===== config.mk =====
export PLATFORM = sky130hd
export DESIGN_NAME = length_prefixed_frame_deframer
export DESIGN_NICKNAME = d
export VERILOG_FILES = /design/src/rtl/lpfd_pkg.sv /design/src/rtl/lpfd_csr.sv /design/src/rtl/lpfd_in_stage.sv /design/src/rtl/lpfd_parser.sv /design/src/rtl/lpfd_out_stage.sv /design/src/rtl/length_prefixed_frame_deframer.sv
export VERILOG_INCLUDE_DIRS = /design/src /design/src/rtl
export SDC_FILE = /design/constraint.sdc
export NUM_CORES = 1
export LEC_CHECK = 0
export ABC_AREA = 0
export BUFFER_PORTS_ARGS = -buffer_cell sky130_fd_sc_hd__buf_2
export CORE_MARGIN = 2
export CORE_UTILIZATION = 55
export CTS_BUF_LIST = sky130_fd_sc_hd__clkbuf_4
export CTS_CLUSTER_SIZE = 24
export DETAILED_ROUTE_END_ITERATION = 12
export PLACE_DENSITY = 0.78
export SETUP_SLACK_MARGIN = 0.15
export SKIP_LAST_GASP = 1
export SLEW_MARGIN = 20
export SYNTH_ARGS = -nofsm -noshare
export SYNTH_HDL_FRONTEND = slang
export SYNTH_SLANG_ARGS = --single-unit

===== constraint.sdc =====
create_clock -name clock -period 2.8 [get_ports clock]
set_input_delay 0.42 -clock clock [delete_from_list [all_inputs] [get_ports clock]]
set_output_delay 0.42 -clock clock [all_outputs]
set_load 0.02 [all_outputs]

===== src/rtl/length_prefixed_frame_deframer_defines.svh =====
// ----------------------------------------------------------------------------
// Length-prefixed frame deframer assertion macros
// Concurrent assertion wrappers on clock, with reset as the disable term.
// ----------------------------------------------------------------------------
`ifndef LENGTH_PREFIXED_FRAME_DEFRAMER_DEFINES_SVH
`define LENGTH_PREFIXED_FRAME_DEFRAMER_DEFINES_SVH

`ifndef ASSERT_OFF
`define LPFD_ASSERT_IMPLIES(label, ante, cons) \
   label: assert property (@(posedge clock) disable iff (reset) (ante) |-> (cons)) \
      else $error("lpfd assertion failed");
`define LPFD_ASSERT_NEXT(label, ante, cons) \
   label: assert property (@(posedge clock) disable iff (reset) (ante) |=> (cons)) \
      else $error("lpfd assertion failed");
`else
`define LPFD_ASSERT_IMPLIES(label, ante, cons)
`define LPFD_ASSERT_NEXT(label, ante, cons)
`endif

`endif


===== src/rtl/lpfd_pkg.sv =====
// ----------------------------------------------------------------------------
// Length-prefixed frame deframer package
// Shared types, register codes and protocol constants.
// ----------------------------------------------------------------------------
`default_nettype none

package lpfd_pkg;

   localparam logic [31:0] HELLO_MAGIC = 32'h544e4b50;
   localparam logic [7:0]  TYPE_PING   = 8'h01;
   localparam logic [7:0]  TYPE_CTRL   = 8'h10;
   localparam logic [7:0]  CH_LF       = 8'h0a;
   localparam logic [7:0]  CH_CR       = 8'h0d;
   localparam logic [2:0]  LAST_INDEX  = 3'd7;

   localparam int LEN_W  = 19;
   localparam int KEEP_W = 16;

   localparam logic [LEN_W-1:0]  MAX_PAYLOAD_RESET = 19'd262144;
   localparam logic [KEEP_W-1:0] KEEP_LIMIT_RESET  = 16'd8192;
   localparam logic [7:0]        PING_LIMIT_RESET  = 8'd16;
   localparam logic [7:0]        VERSION_RESET     = 8'd1;

   typedef enum logic [1:0] {
      CSR_MAX_PAYLOAD    = 2'd0,
      CSR_KEEP_LIMIT     = 2'd1,
      CSR_PING_LIMIT     = 2'd2,
      CSR_EXPECT_VERSION = 2'd3
   } csr_index_type;

   typedef enum logic [3:0] {
      PH_HELLO   = 4'b0001,
      PH_HEADER  = 4'b0010,
      PH_PAYLOAD = 4'b0100,
      PH_FAILED  = 4'b1000
   } phase_type;

   typedef struct packed {
      logic [LEN_W-1:0]  max_payload;
      logic [KEEP_W-1:0] keep_limit;
      logic [7:0]        ping_limit;
      logic [7:0]        expect_version;
   } cfg_type;

   typedef struct packed {
      logic       req_type;
      logic [7:0] rx_byte;
   } beat_type;

   typedef struct packed {
      logic       payload_valid;
      logic [7:0] payload_byte;
      logic [7:0] frame_type;
      logic       frame_done;
      logic       frame_ok;
      logic       hello_done;
      logic       protocol_error;
      logic       failed;
   } result_type;

endpackage

`default_nettype wire


===== src/rtl/lpfd_csr.sv =====
// ----------------------------------------------------------------------------
// Deframer configuration registers
// Holds the length limits and the expected hello version.
// ----------------------------------------------------------------------------
`default_nettype none

module lpfd_csr
   import lpfd_pkg::*;
(
   input  wire logic              clock,
   input  wire logic              reset,
   input  wire logic              csr_write_enable,
   input  wire logic [1:0]        csr_index,
   input  wire logic [LEN_W-1:0]  csr_write_data,
   output cfg_type                cfg
);

   cfg_type cfg_ff;
   cfg_type cfg_in;

   always_comb begin
      cfg_in = cfg_ff;
      if (csr_write_enable) begin
         unique case (csr_index_type'(csr_index))
            CSR_MAX_PAYLOAD:    cfg_in.max_payload    = csr_write_data;
            CSR_KEEP_LIMIT:     cfg_in.keep_limit     = csr_write_data[KEEP_W-1:0];
            CSR_PING_LIMIT:     cfg_in.ping_limit     = csr_write_data[7:0];
            CSR_EXPECT_VERSION: cfg_in.expect_version = csr_write_data[7:0];
            default:            cfg_in = cfg_ff;
         endcase
      end
   end

   always_ff @(posedge clock) begin
      if (reset) begin
         cfg_ff.max_payload    <= MAX_PAYLOAD_RESET;
         cfg_ff.keep_limit     <= KEEP_LIMIT_RESET;
         cfg_ff.ping_limit     <= PING_LIMIT_RESET;
         cfg_ff.expect_version <= VERSION_RESET;
      end else begin
         cfg_ff <= cfg_in;
      end
   end

   assign cfg = cfg_ff;

endmodule

`default_nettype wire


===== src/rtl/lpfd_in_stage.sv =====
// ----------------------------------------------------------------------------
// Deframer input register
// Captures one request beat and holds it until the parser takes it.
// ----------------------------------------------------------------------------
`default_nettype none

module lpfd_in_stage
   import lpfd_pkg::*;
(
   input  wire logic       clock,
   input  wire logic       reset,
   input  wire logic       req_valid,
   output logic            req_ready,
   input  wire logic       req_type,
   input  wire logic [7:0] req_rx_byte,
   output logic            beat_valid,
   output beat_type        beat,
   input  wire logic       beat_take
);

   logic     valid_ff;
   logic     valid_in;
   beat_type beat_ff;
   logic     req_fire;

   assign req_ready = !valid_ff || beat_take;
   assign req_fire  = req_valid && req_ready;
   assign valid_in  = req_fire || (valid_ff && !beat_take);

   always_ff @(posedge clock) begin
      if (reset) begin
         valid_ff <= 1'b0;
      end else begin
         valid_ff <= valid_in;
      end
   end

   always_ff @(posedge clock) begin
      if (req_fire) begin
         beat_ff.req_type <= req_type;
         beat_ff.rx_byte  <= req_rx_byte;
      end
   end

   assign beat_valid = valid_ff;
   assign beat       = beat_ff;

endmodule

`default_nettype wire


===== src/rtl/lpfd_parser.sv =====
// ----------------------------------------------------------------------------
// Deframer stream parser
// Hello check, header decode, payload count and frame verdict per byte.
// ----------------------------------------------------------------------------
`default_nettype none

module lpfd_parser
   import lpfd_pkg::*;
(
   input  wire logic     clock,
   input  wire logic     reset,
   input  wire cfg_type  cfg,
   input  wire beat_type beat,
   input  wire logic     fire,
   output result_type    result,
   output phase_type     phase
);

   phase_type        phase_ff, phase_in;
   logic [2:0]       idx_ff, idx_in;
   logic [7:0]       type_ff, type_in;
   logic [LEN_W-1:0] len_ff, len_in;
   logic             over_ff, over_in;
   logic [LEN_W-1:0] left_ff, left_in;
   logic             handled_ff, handled_in;
   logic             lbs_ff, lbs_in;
   logic             bad_ff, bad_in;

   function automatic logic [7:0] magic_byte(input logic [1:0] i);
      magic_byte = HELLO_MAGIC[{i, 3'b000} +: 8];
   endfunction

   function automatic logic verdict(input logic             handled,
                                    input logic [7:0]       ftype,
                                    input logic [LEN_W-1:0] len,
                                    input logic             lbs,
                                    input logic [7:0]       ping_limit);
      if (!handled) begin
         verdict = 1'b0;
      end else if (ftype == TYPE_PING) begin
         verdict = len <= {{(LEN_W-8){1'b0}}, ping_limit};
      end else begin
         verdict = (len != '0) && !lbs;
      end
   endfunction

   always_comb begin
      logic [7:0] b;
      logic       over_now;
      logic       hello_chk;
      b          = beat.rx_byte;
      over_now   = over_ff || (b != 8'h00);
      hello_chk  = 1'b0;
      phase_in   = phase_ff;
      idx_in     = idx_ff;
      type_in    = type_ff;
      len_in     = len_ff;
      over_in    = over_ff;
      left_in    = left_ff;
      handled_in = handled_ff;
      lbs_in     = lbs_ff;
      bad_in     = bad_ff;
      result     = '0;

      if (beat.req_type) begin
         phase_in   = PH_HELLO;
         idx_in     = 3'd0;
         type_in    = 8'h00;
         len_in     = '0;
         over_in    = 1'b0;
         left_in    = '0;
         handled_in = 1'b0;
         lbs_in     = 1'b0;
         bad_in     = 1'b0;
      end else begin
         unique case (phase_ff)
            PH_HELLO: begin
               if (!idx_ff[2]) begin
                  hello_chk = b != magic_byte(idx_ff[1:0]);
               end else if (idx_ff == 3'd4) begin
                  hello_chk = b != cfg.expect_version;
               end
               if (idx_ff == LAST_INDEX) begin
                  if (bad_ff) begin
                     result.protocol_error = 1'b1;
                     phase_in              = PH_FAILED;
                  end else begin
                     result.hello_done = 1'b1;
                     phase_in          = PH_HEADER;
                  end
                  idx_in = 3'd0;
                  bad_in = 1'b0;
               end else begin
                  idx_in = idx_ff + 3'd1;
                  bad_in = bad_ff || hello_chk;
               end
            end
            PH_HEADER: begin
               idx_in = idx_ff + 3'd1;
               case (idx_ff) inside
                  3'd0: begin
                     type_in = b;
                     len_in  = '0;
                     over_in = 1'b0;
                     bad_in  = 1'b0;
                     lbs_in  = 1'b0;
                  end
                  3'd2, 3'd3: bad_in = bad_ff || (b != 8'h00);
                  3'd4: len_in[7:0]   = b;
                  3'd5: len_in[15:8]  = b;
                  3'd6: begin
                     len_in[18:16] = b[2:0];
                     over_in       = over_ff || (b[7:3] != 5'd0);
                  end
                  3'd7: begin
                     idx_in = 3'd0;
                     bad_in = 1'b0;
                     if (bad_ff || over_now || (len_ff > cfg.max_payload)) begin
                        result.protocol_error = 1'b1;
                        phase_in              = PH_FAILED;
                     end else begin
                        handled_in = (len_ff <= {{(LEN_W-KEEP_W){1'b0}}, cfg.keep_limit})
                                     && ((type_ff == TYPE_PING) || (type_ff == TYPE_CTRL));
                        left_in    = len_ff;
                        if (len_ff == '0) begin
                           result.frame_done = 1'b1;
                           result.frame_ok   = verdict(handled_in, type_ff, len_ff, lbs_ff,
                                                       cfg.ping_limit);
                        end else begin
                           phase_in = PH_PAYLOAD;
                        end
                     end
                  end
                  default: idx_in = idx_ff + 3'd1;
               endcase
            end
            PH_PAYLOAD: begin
               if (handled_ff) begin
                  result.payload_valid = 1'b1;
                  result.payload_byte  = b;
                  lbs_in               = lbs_ff || (b == CH_LF) || (b == CH_CR);
               end
               left_in = left_ff - LEN_W'(1);
               if (left_in == '0) begin
                  result.frame_done = 1'b1;
                  result.frame_ok   = verdict(handled_ff, type_ff, len_ff, lbs_in,
                                              cfg.ping_limit);
                  phase_in          = PH_HEADER;
                  idx_in            = 3'd0;
               end
            end
            PH_FAILED: phase_in = PH_FAILED;
            default:   phase_in = PH_FAILED;
         endcase
         result.frame_type = type_in;
         result.failed     = phase_in == PH_FAILED;
      end
   end

   always_ff @(posedge clock) begin
      if (reset) begin
         phase_ff   <= PH_HELLO;
         idx_ff     <= 3'd0;
         type_ff    <= 8'h00;
         len_ff     <= '0;
         over_ff    <= 1'b0;
         left_ff    <= '0;
         handled_ff <= 1'b0;
         lbs_ff     <= 1'b0;
         bad_ff     <= 1'b0;
      end else if (fire) begin
         phase_ff   <= phase_in;
         idx_ff     <= idx_in;
         type_ff    <= type_in;
         len_ff     <= len_in;
         over_ff    <= over_in;
         left_ff    <= left_in;
         handled_ff <= handled_in;
         lbs_ff     <= lbs_in;
         bad_ff     <= bad_in;
      end
   end

   assign phase = phase_ff;

endmodule

`default_nettype wire


===== src/rtl/lpfd_out_stage.sv =====
// ----------------------------------------------------------------------------
// Deframer result register
// Holds one result beat until the consumer takes it.
// ----------------------------------------------------------------------------
`default_nettype none

module lpfd_out_stage
   import lpfd_pkg::*;
(
   input  wire logic       clock,
   input  wire logic       reset,
   input  wire logic       load_valid,
   output logic            load_ready,
   input  wire result_type load_result,
   output logic            rsp_valid,
   input  wire logic       rsp_ready,
   output result_type      rsp_result
);

   logic       valid_ff;
   logic       valid_in;
   result_type result_ff;
   logic       load;

   assign load_ready = !valid_ff || rsp_ready;
   assign load       = load_valid && load_ready;
   assign valid_in   = load || (valid_ff && !rsp_ready);

   always_ff @(posedge clock) begin
      if (reset) begin
         valid_ff <= 1'b0;
      end else begin
         valid_ff <= valid_in;
      end
   end

   always_ff @(posedge clock) begin
      if (load) begin
         result_ff <= load_result;
      end
   end

   assign rsp_valid  = valid_ff;
   assign rsp_result = result_ff;

endmodule

`default_nettype wire


===== src/rtl/length_prefixed_frame_deframer.sv =====
// ----------------------------------------------------------------------------
// Length-prefixed frame deframer
// Checks the hello acknowledgement, parses 8-byte frame headers and streams
// payload bytes with a verdict on the last byte of every frame.
//
//   Channel  Ports       Direction  Beat
//   req      req_*       in         one stream byte or a restart
//   rsp      rsp_*       out        one result per request beat
//   csr      csr_*       in         register write, no handshake
//
// One request beat is taken per cycle while rsp_ready is high; its result is
// offered behind the input register and the result register.
// Throughput is one beat per cycle with rsp_ready high, one parser pass per byte.
// Reset is synchronous and returns the parser to awaiting hello with the
// registers at their defaults.
// With rsp_ready low a full result register holds, and the input register
// still takes one more beat if it is empty before req_ready drops.
// ----------------------------------------------------------------------------
`default_nettype none

`include "length_prefixed_frame_deframer_defines.svh"

module length_prefixed_frame_deframer
   import lpfd_pkg::*;
(
   input  wire logic             clock,
   input  wire logic             reset,
   input  wire logic             csr_write_enable,
   input  wire logic [1:0]       csr_index,
   input  wire logic [LEN_W-1:0] csr_write_data,
   input  wire logic             req_valid,
   output logic                  req_ready,
   input  wire logic             req_type,
   input  wire logic [7:0]       req_rx_byte,
   output logic                  rsp_valid,
   input  wire logic             rsp_ready,
   output logic                  rsp_payload_valid,
   output logic [7:0]            rsp_payload_byte,
   output logic [7:0]            rsp_frame_type,
   output logic                  rsp_frame_done,
   output logic                  rsp_frame_ok,
   output logic                  rsp_hello_done,
   output logic                  rsp_protocol_error,
   output logic                  rsp_failed
);

   cfg_type    cfg;
   beat_type   s1_beat;
   logic       s1_valid;
   logic       s1_take;
   logic       out_ready;
   result_type parse_result;
   result_type rsp_result;
   phase_type  parse_phase;

   lpfd_csr u_csr (
      .clock            (clock),
      .reset            (reset),
      .csr_write_enable (csr_write_enable),
      .csr_index        (csr_index),
      .csr_write_data   (csr_write_data),
      .cfg              (cfg)
   );

   lpfd_in_stage u_in_stage (
      .clock       (clock),
      .reset       (reset),
      .req_valid   (req_valid),
      .req_ready   (req_ready),
      .req_type    (req_type),
      .req_rx_byte (req_rx_byte),
      .beat_valid  (s1_valid),
      .beat        (s1_beat),
      .beat_take   (s1_take)
   );

   assign s1_take = s1_valid && out_ready;

   lpfd_parser u_parser (
      .clock  (clock),
      .reset  (reset),
      .cfg    (cfg),
      .beat   (s1_beat),
      .fire   (s1_take),
      .result (parse_result),
      .phase  (parse_phase)
   );

   lpfd_out_stage u_out_stage (
      .clock       (clock),
      .reset       (reset),
      .load_valid  (s1_valid),
      .load_ready  (out_ready),
      .load_result (parse_result),
      .rsp_valid   (rsp_valid),
      .rsp_ready   (rsp_ready),
      .rsp_result  (rsp_result)
   );

   assign rsp_payload_valid  = rsp_result.payload_valid;
   assign rsp_payload_byte   = rsp_result.payload_byte;
   assign rsp_frame_type     = rsp_result.frame_type;
   assign rsp_frame_done     = rsp_result.frame_done;
   assign rsp_frame_ok       = rsp_result.frame_ok;
   assign rsp_hello_done     = rsp_result.hello_done;
   assign rsp_protocol_error = rsp_result.protocol_error;
   assign rsp_failed         = rsp_result.failed;

   `LPFD_ASSERT_IMPLIES(a_ok_needs_done, rsp_valid && rsp_frame_ok, rsp_frame_done)
   `LPFD_ASSERT_IMPLIES(a_error_sets_failed, rsp_valid && rsp_protocol_error, rsp_failed)
   `LPFD_ASSERT_NEXT(a_restart_to_hello, s1_take && s1_beat.req_type, parse_phase == PH_HELLO)
   `LPFD_ASSERT_NEXT(a_failed_sticky, s1_take && !s1_beat.req_type && parse_phase == PH_FAILED,
                     parse_phase == PH_FAILED)

endmodule

`default_nettype wire

==> flow_summary.yaml <==
outcome:
  status: "complete, no violations"
pwr:
  p_int_uw: 2736
  power_frac_clock: 0.323
  vdd_ir_drop_max_mv: 0.3093
  p_comb_frac: 0.112
  p_sw_frac: 0.2852
  power.density_mw_per_mm2: 437.6
  p_leak_uw: 0.003442
  power_frac_seq: 0.565
  p_sw_uw: 1091
yosys:
  synth_simple_gate_area_share: 0.2421
  synth_cells: 904
  synth-edff-count: 31
  syn_avg_cell_area_sq_um: 8.455
  syn_nets: 990
  synth_compound_area_frac: 0.1675
  ys_async_sr_fraction: 0
  netlist_area_sq_mm: 0.007644
  yosysSeqAreaShare: 0.4099
  synth_xor_area_frac: 0.02406
  yosys_warnings: 0
  yosys_register_bits: 141
  synth_mux_area_frac: 0.02488
  synthDistinctLibCells: 70
  synth_ff_type: "dfxtp_1"
  synth_area_leaders: "dfxtp_1 29%, edfxtp_1 12%, ha_1 8.3%, nand2_1 8.0%, a21oi_1 6.0%"
  synthAdderAreaFrac: 0.08348
  yosys.area.top_type: "dfxtp_1"
  synth_top_area_share: 0.2881
  synth_top_family_by_area: "simple AND/OR/NAND/NOR gates"
routing:
  wl_mm: 20.52
  post-route-drc-count: 0
  post_drt_wl_per_cell_um: 17.35
  drtIter0Drc: 610
  firstDrtPassIters: 5
  via_per_inst: 5.903
  ant_nets: 0
  vias: 6983
layout:
  final_common_cell: "nand2_1"
  fin_nets: 1075
  syn2layout_area_growth_pct: 14.42
  multi_input_area_sq_mm: 0.004214
  drive_gt1_frac: 0.1876
  num-fill-cells: 1176
  mostFrequentLayoutCells: "162 x nand2_1, 105 x dfxtp_1, 91 x a21oi_1, 76 x nor2_1, 58 x buf_2"
  final_cell_area_sq_mm: 0.008746
  layout.area.seq_sq_mm: 0.003139
  stdcell_count: 1183
  fin_util: 0.6375
place:
  dp_hpwl_mm: 14.85
  place_area_sq_mm: 0.008362
  place_congestion: 0.9525
  port_buffers: 58
  dp_cells: 1143
  place_ws_ps: 166.7
critical_path:
  r2r-start: "u_parser.left_ff[10]"
  worst-path-max-fanout: 9
  crit_path_end_kind: "flip-flop"
  crit_type: "flip-flop to flip-flop"
  worst_ep_required_time_ps: 3290
  critPathLaunchType: "flip-flop"
  arrival_ps: 3140
  crit_start: "u_parser.left_ff[10]"
global_route:
  grt_pass1_vias: 6333
  grt_max_degree: 42
  antenna_found_initial: 0
  grt_pass1_wl_mm: 32.38
  grt_usage: 0.2799
  overflow: 0
timing:
  hold_viol: 0
  max-slew-margin-rel: 0.5966
  drv_slew: 0
  rsz0062_at_grt: "true"
  worstMarginPinSlew_ps: 605.0
  finClkSkew_ps: 20.95
  max_freq_ghz: 0.3767
  whs_ps: 25.25
  layout_setup_ws_ps: 145.5
  finalCritPeriodShare: 0.9480
  setup_viol: 0
  finalCriticalPeriod_ps: 2655
cts:
  cts_sinks: 141
  h-tree-depth: 4
  cts_buffers: 17
  cts_buffer_depth: 2
  cts_tree: "yes"
  cts_hold_buf: 0
  clk_latency_ps: 570
  root_buffer: "clkbuf_4"
  clk_pin_slew_ps: 130
floorplanning:
  die_x_um: 121.9
  die_area_sq_mm: 0.01486
  die_h_um: 121.9
  fp-row-count: 43
  num_io_pins: 59
  coreArea_sq_mm: 0.01372
  start_util: 0.5571
worst_hold_path:
  min_from: "req_rx_byte[7]"
  hp-class: "input port to flip-flop"
run:
  cap_violations: 0
==> critical path: stages, from the launching register on <==
cell     delay, ps
dfxtp_1        410
or3_4          420
or4_4          460
o31ai_2        250
nand4_1        180
o21a_1         270
or4_1          500
o31ai_1         90
==> metal layers <==
layer	wire length [um]	up-vias	track usage	share of wire
met5	0	-	0	0
met4	555	0	0.09626	0.027
met3	1475	50	0.04963	0.072
met2	9554	285	0.4525	0.47
met1	8934	3276	0.3785	0.44
li1	-	3372	-	-
==> registers in the layout, summed over array words and instances, names as in the netlist <==
register                flops
u_parser.idx_ff             3
u_parser.phase              4
u_parser.len_ff            19
u_parser.over_ff            1
u_out_stage.rsp_valid       1
u_in_stage.beat_valid       1
u_in_stage.beat             9
u_out_stage.rsp_result     22
u_csr.cfg                  51
u_parser.type_ff            8
u_parser.lbs_ff             1
u_parser.handled_ff         1
u_parser.left_ff           19
u_parser.bad_ff             1
==> cell families (layout without fill, tap and decap cells) <==
group / after synthesis / count (layout)
xor+xnor: 21 / 21
compound gates: 198 / 198
mux: 19 / 19
flops: 141 / 141
buf+inv: 97 / 195
other cells: 0 / 1
fa+ha+maj: 51 / 51
simple gates: 377 / 377
==> metrics by stage <==
step	setup TNS (ps)	total power [uW]
6_report	0	3827
5_1_grt	-4.087	3970
4_1_cts	0	3816
3_5_place_dp	0	2613
3_3_place_gp	0	2604
2_1_floorplan	0	2463
==> cell usage after synthesis, types with 7 or more instances <==
| cell | n |
|---|---|
| o21ai_0 | 22 |
| o211ai_1 | 13 |
| a2111oi_0 | 9 |
| and2_1 | 10 |
| mux2i_1 | 19 |
| o21a_1 | 7 |
| nor3_1 | 15 |
| a21oi_1 | 91 |
| dfxtp_1 | 110 |
| a31o_2 | 11 |
| nor2_1 | 76 |
| or4_1 | 7 |
| nor4_1 | 7 |
| nand4_1 | 8 |
| ha_1 | 51 |
| nand2_1 | 162 |
| a211oi_1 | 12 |
| edfxtp_1 | 31 |
| and3_1 | 21 |
| nand3_1 | 26 |
| inv_1 | 53 |
| clkbuf_1 | 39 |
| xnor2_1 | 17 |
==> power groups by stage <==
stage               logic [uW]  registers (uW)  clock network [uW]
CTS                        406            2160                1250
floorplan                  245            2220                   0
global route               466            2170                1330
detailed placement         404            2210                   0
global placement           398            2210                   0
finish                     427            2160                1240
==> repair_timing <==
| action | CTS | global route |
|---|---|---|
| endpoints found under the setup margin | 1 | 17 |
| buffers inserted | 0 | 6 |
| gates resized for setup | 1 | 22 |
| pin swaps | 0 | 9 |
| gates cloned | 0 | 1 |
==> path summary, 6_finish.rpt <==
path,cells past startpoint,slack [ps],end
hold reg to reg,2,460,u_csr.cfg[14]
setup reg to reg,7,150,u_parser.idx_ff[1]
setup / recovery,7,150,u_parser.idx_ff[1]
hold / removal,1,30,u_in_stage.beat[7]
==> area by class of cell <==
cell class / count / area share
multi-input combinational: 666 / 0.4818
sequential: 141 / 0.3589
timing repair buffer: 109 / 0.08083
tap: 180 / 0.02575
inverter: 54 / 0.02318
clock buffer: 18 / 0.01545
clock inverter: 14 / 0.01373
antenna: 1 / 0.0002861
(Power assumes the default switching activity.)
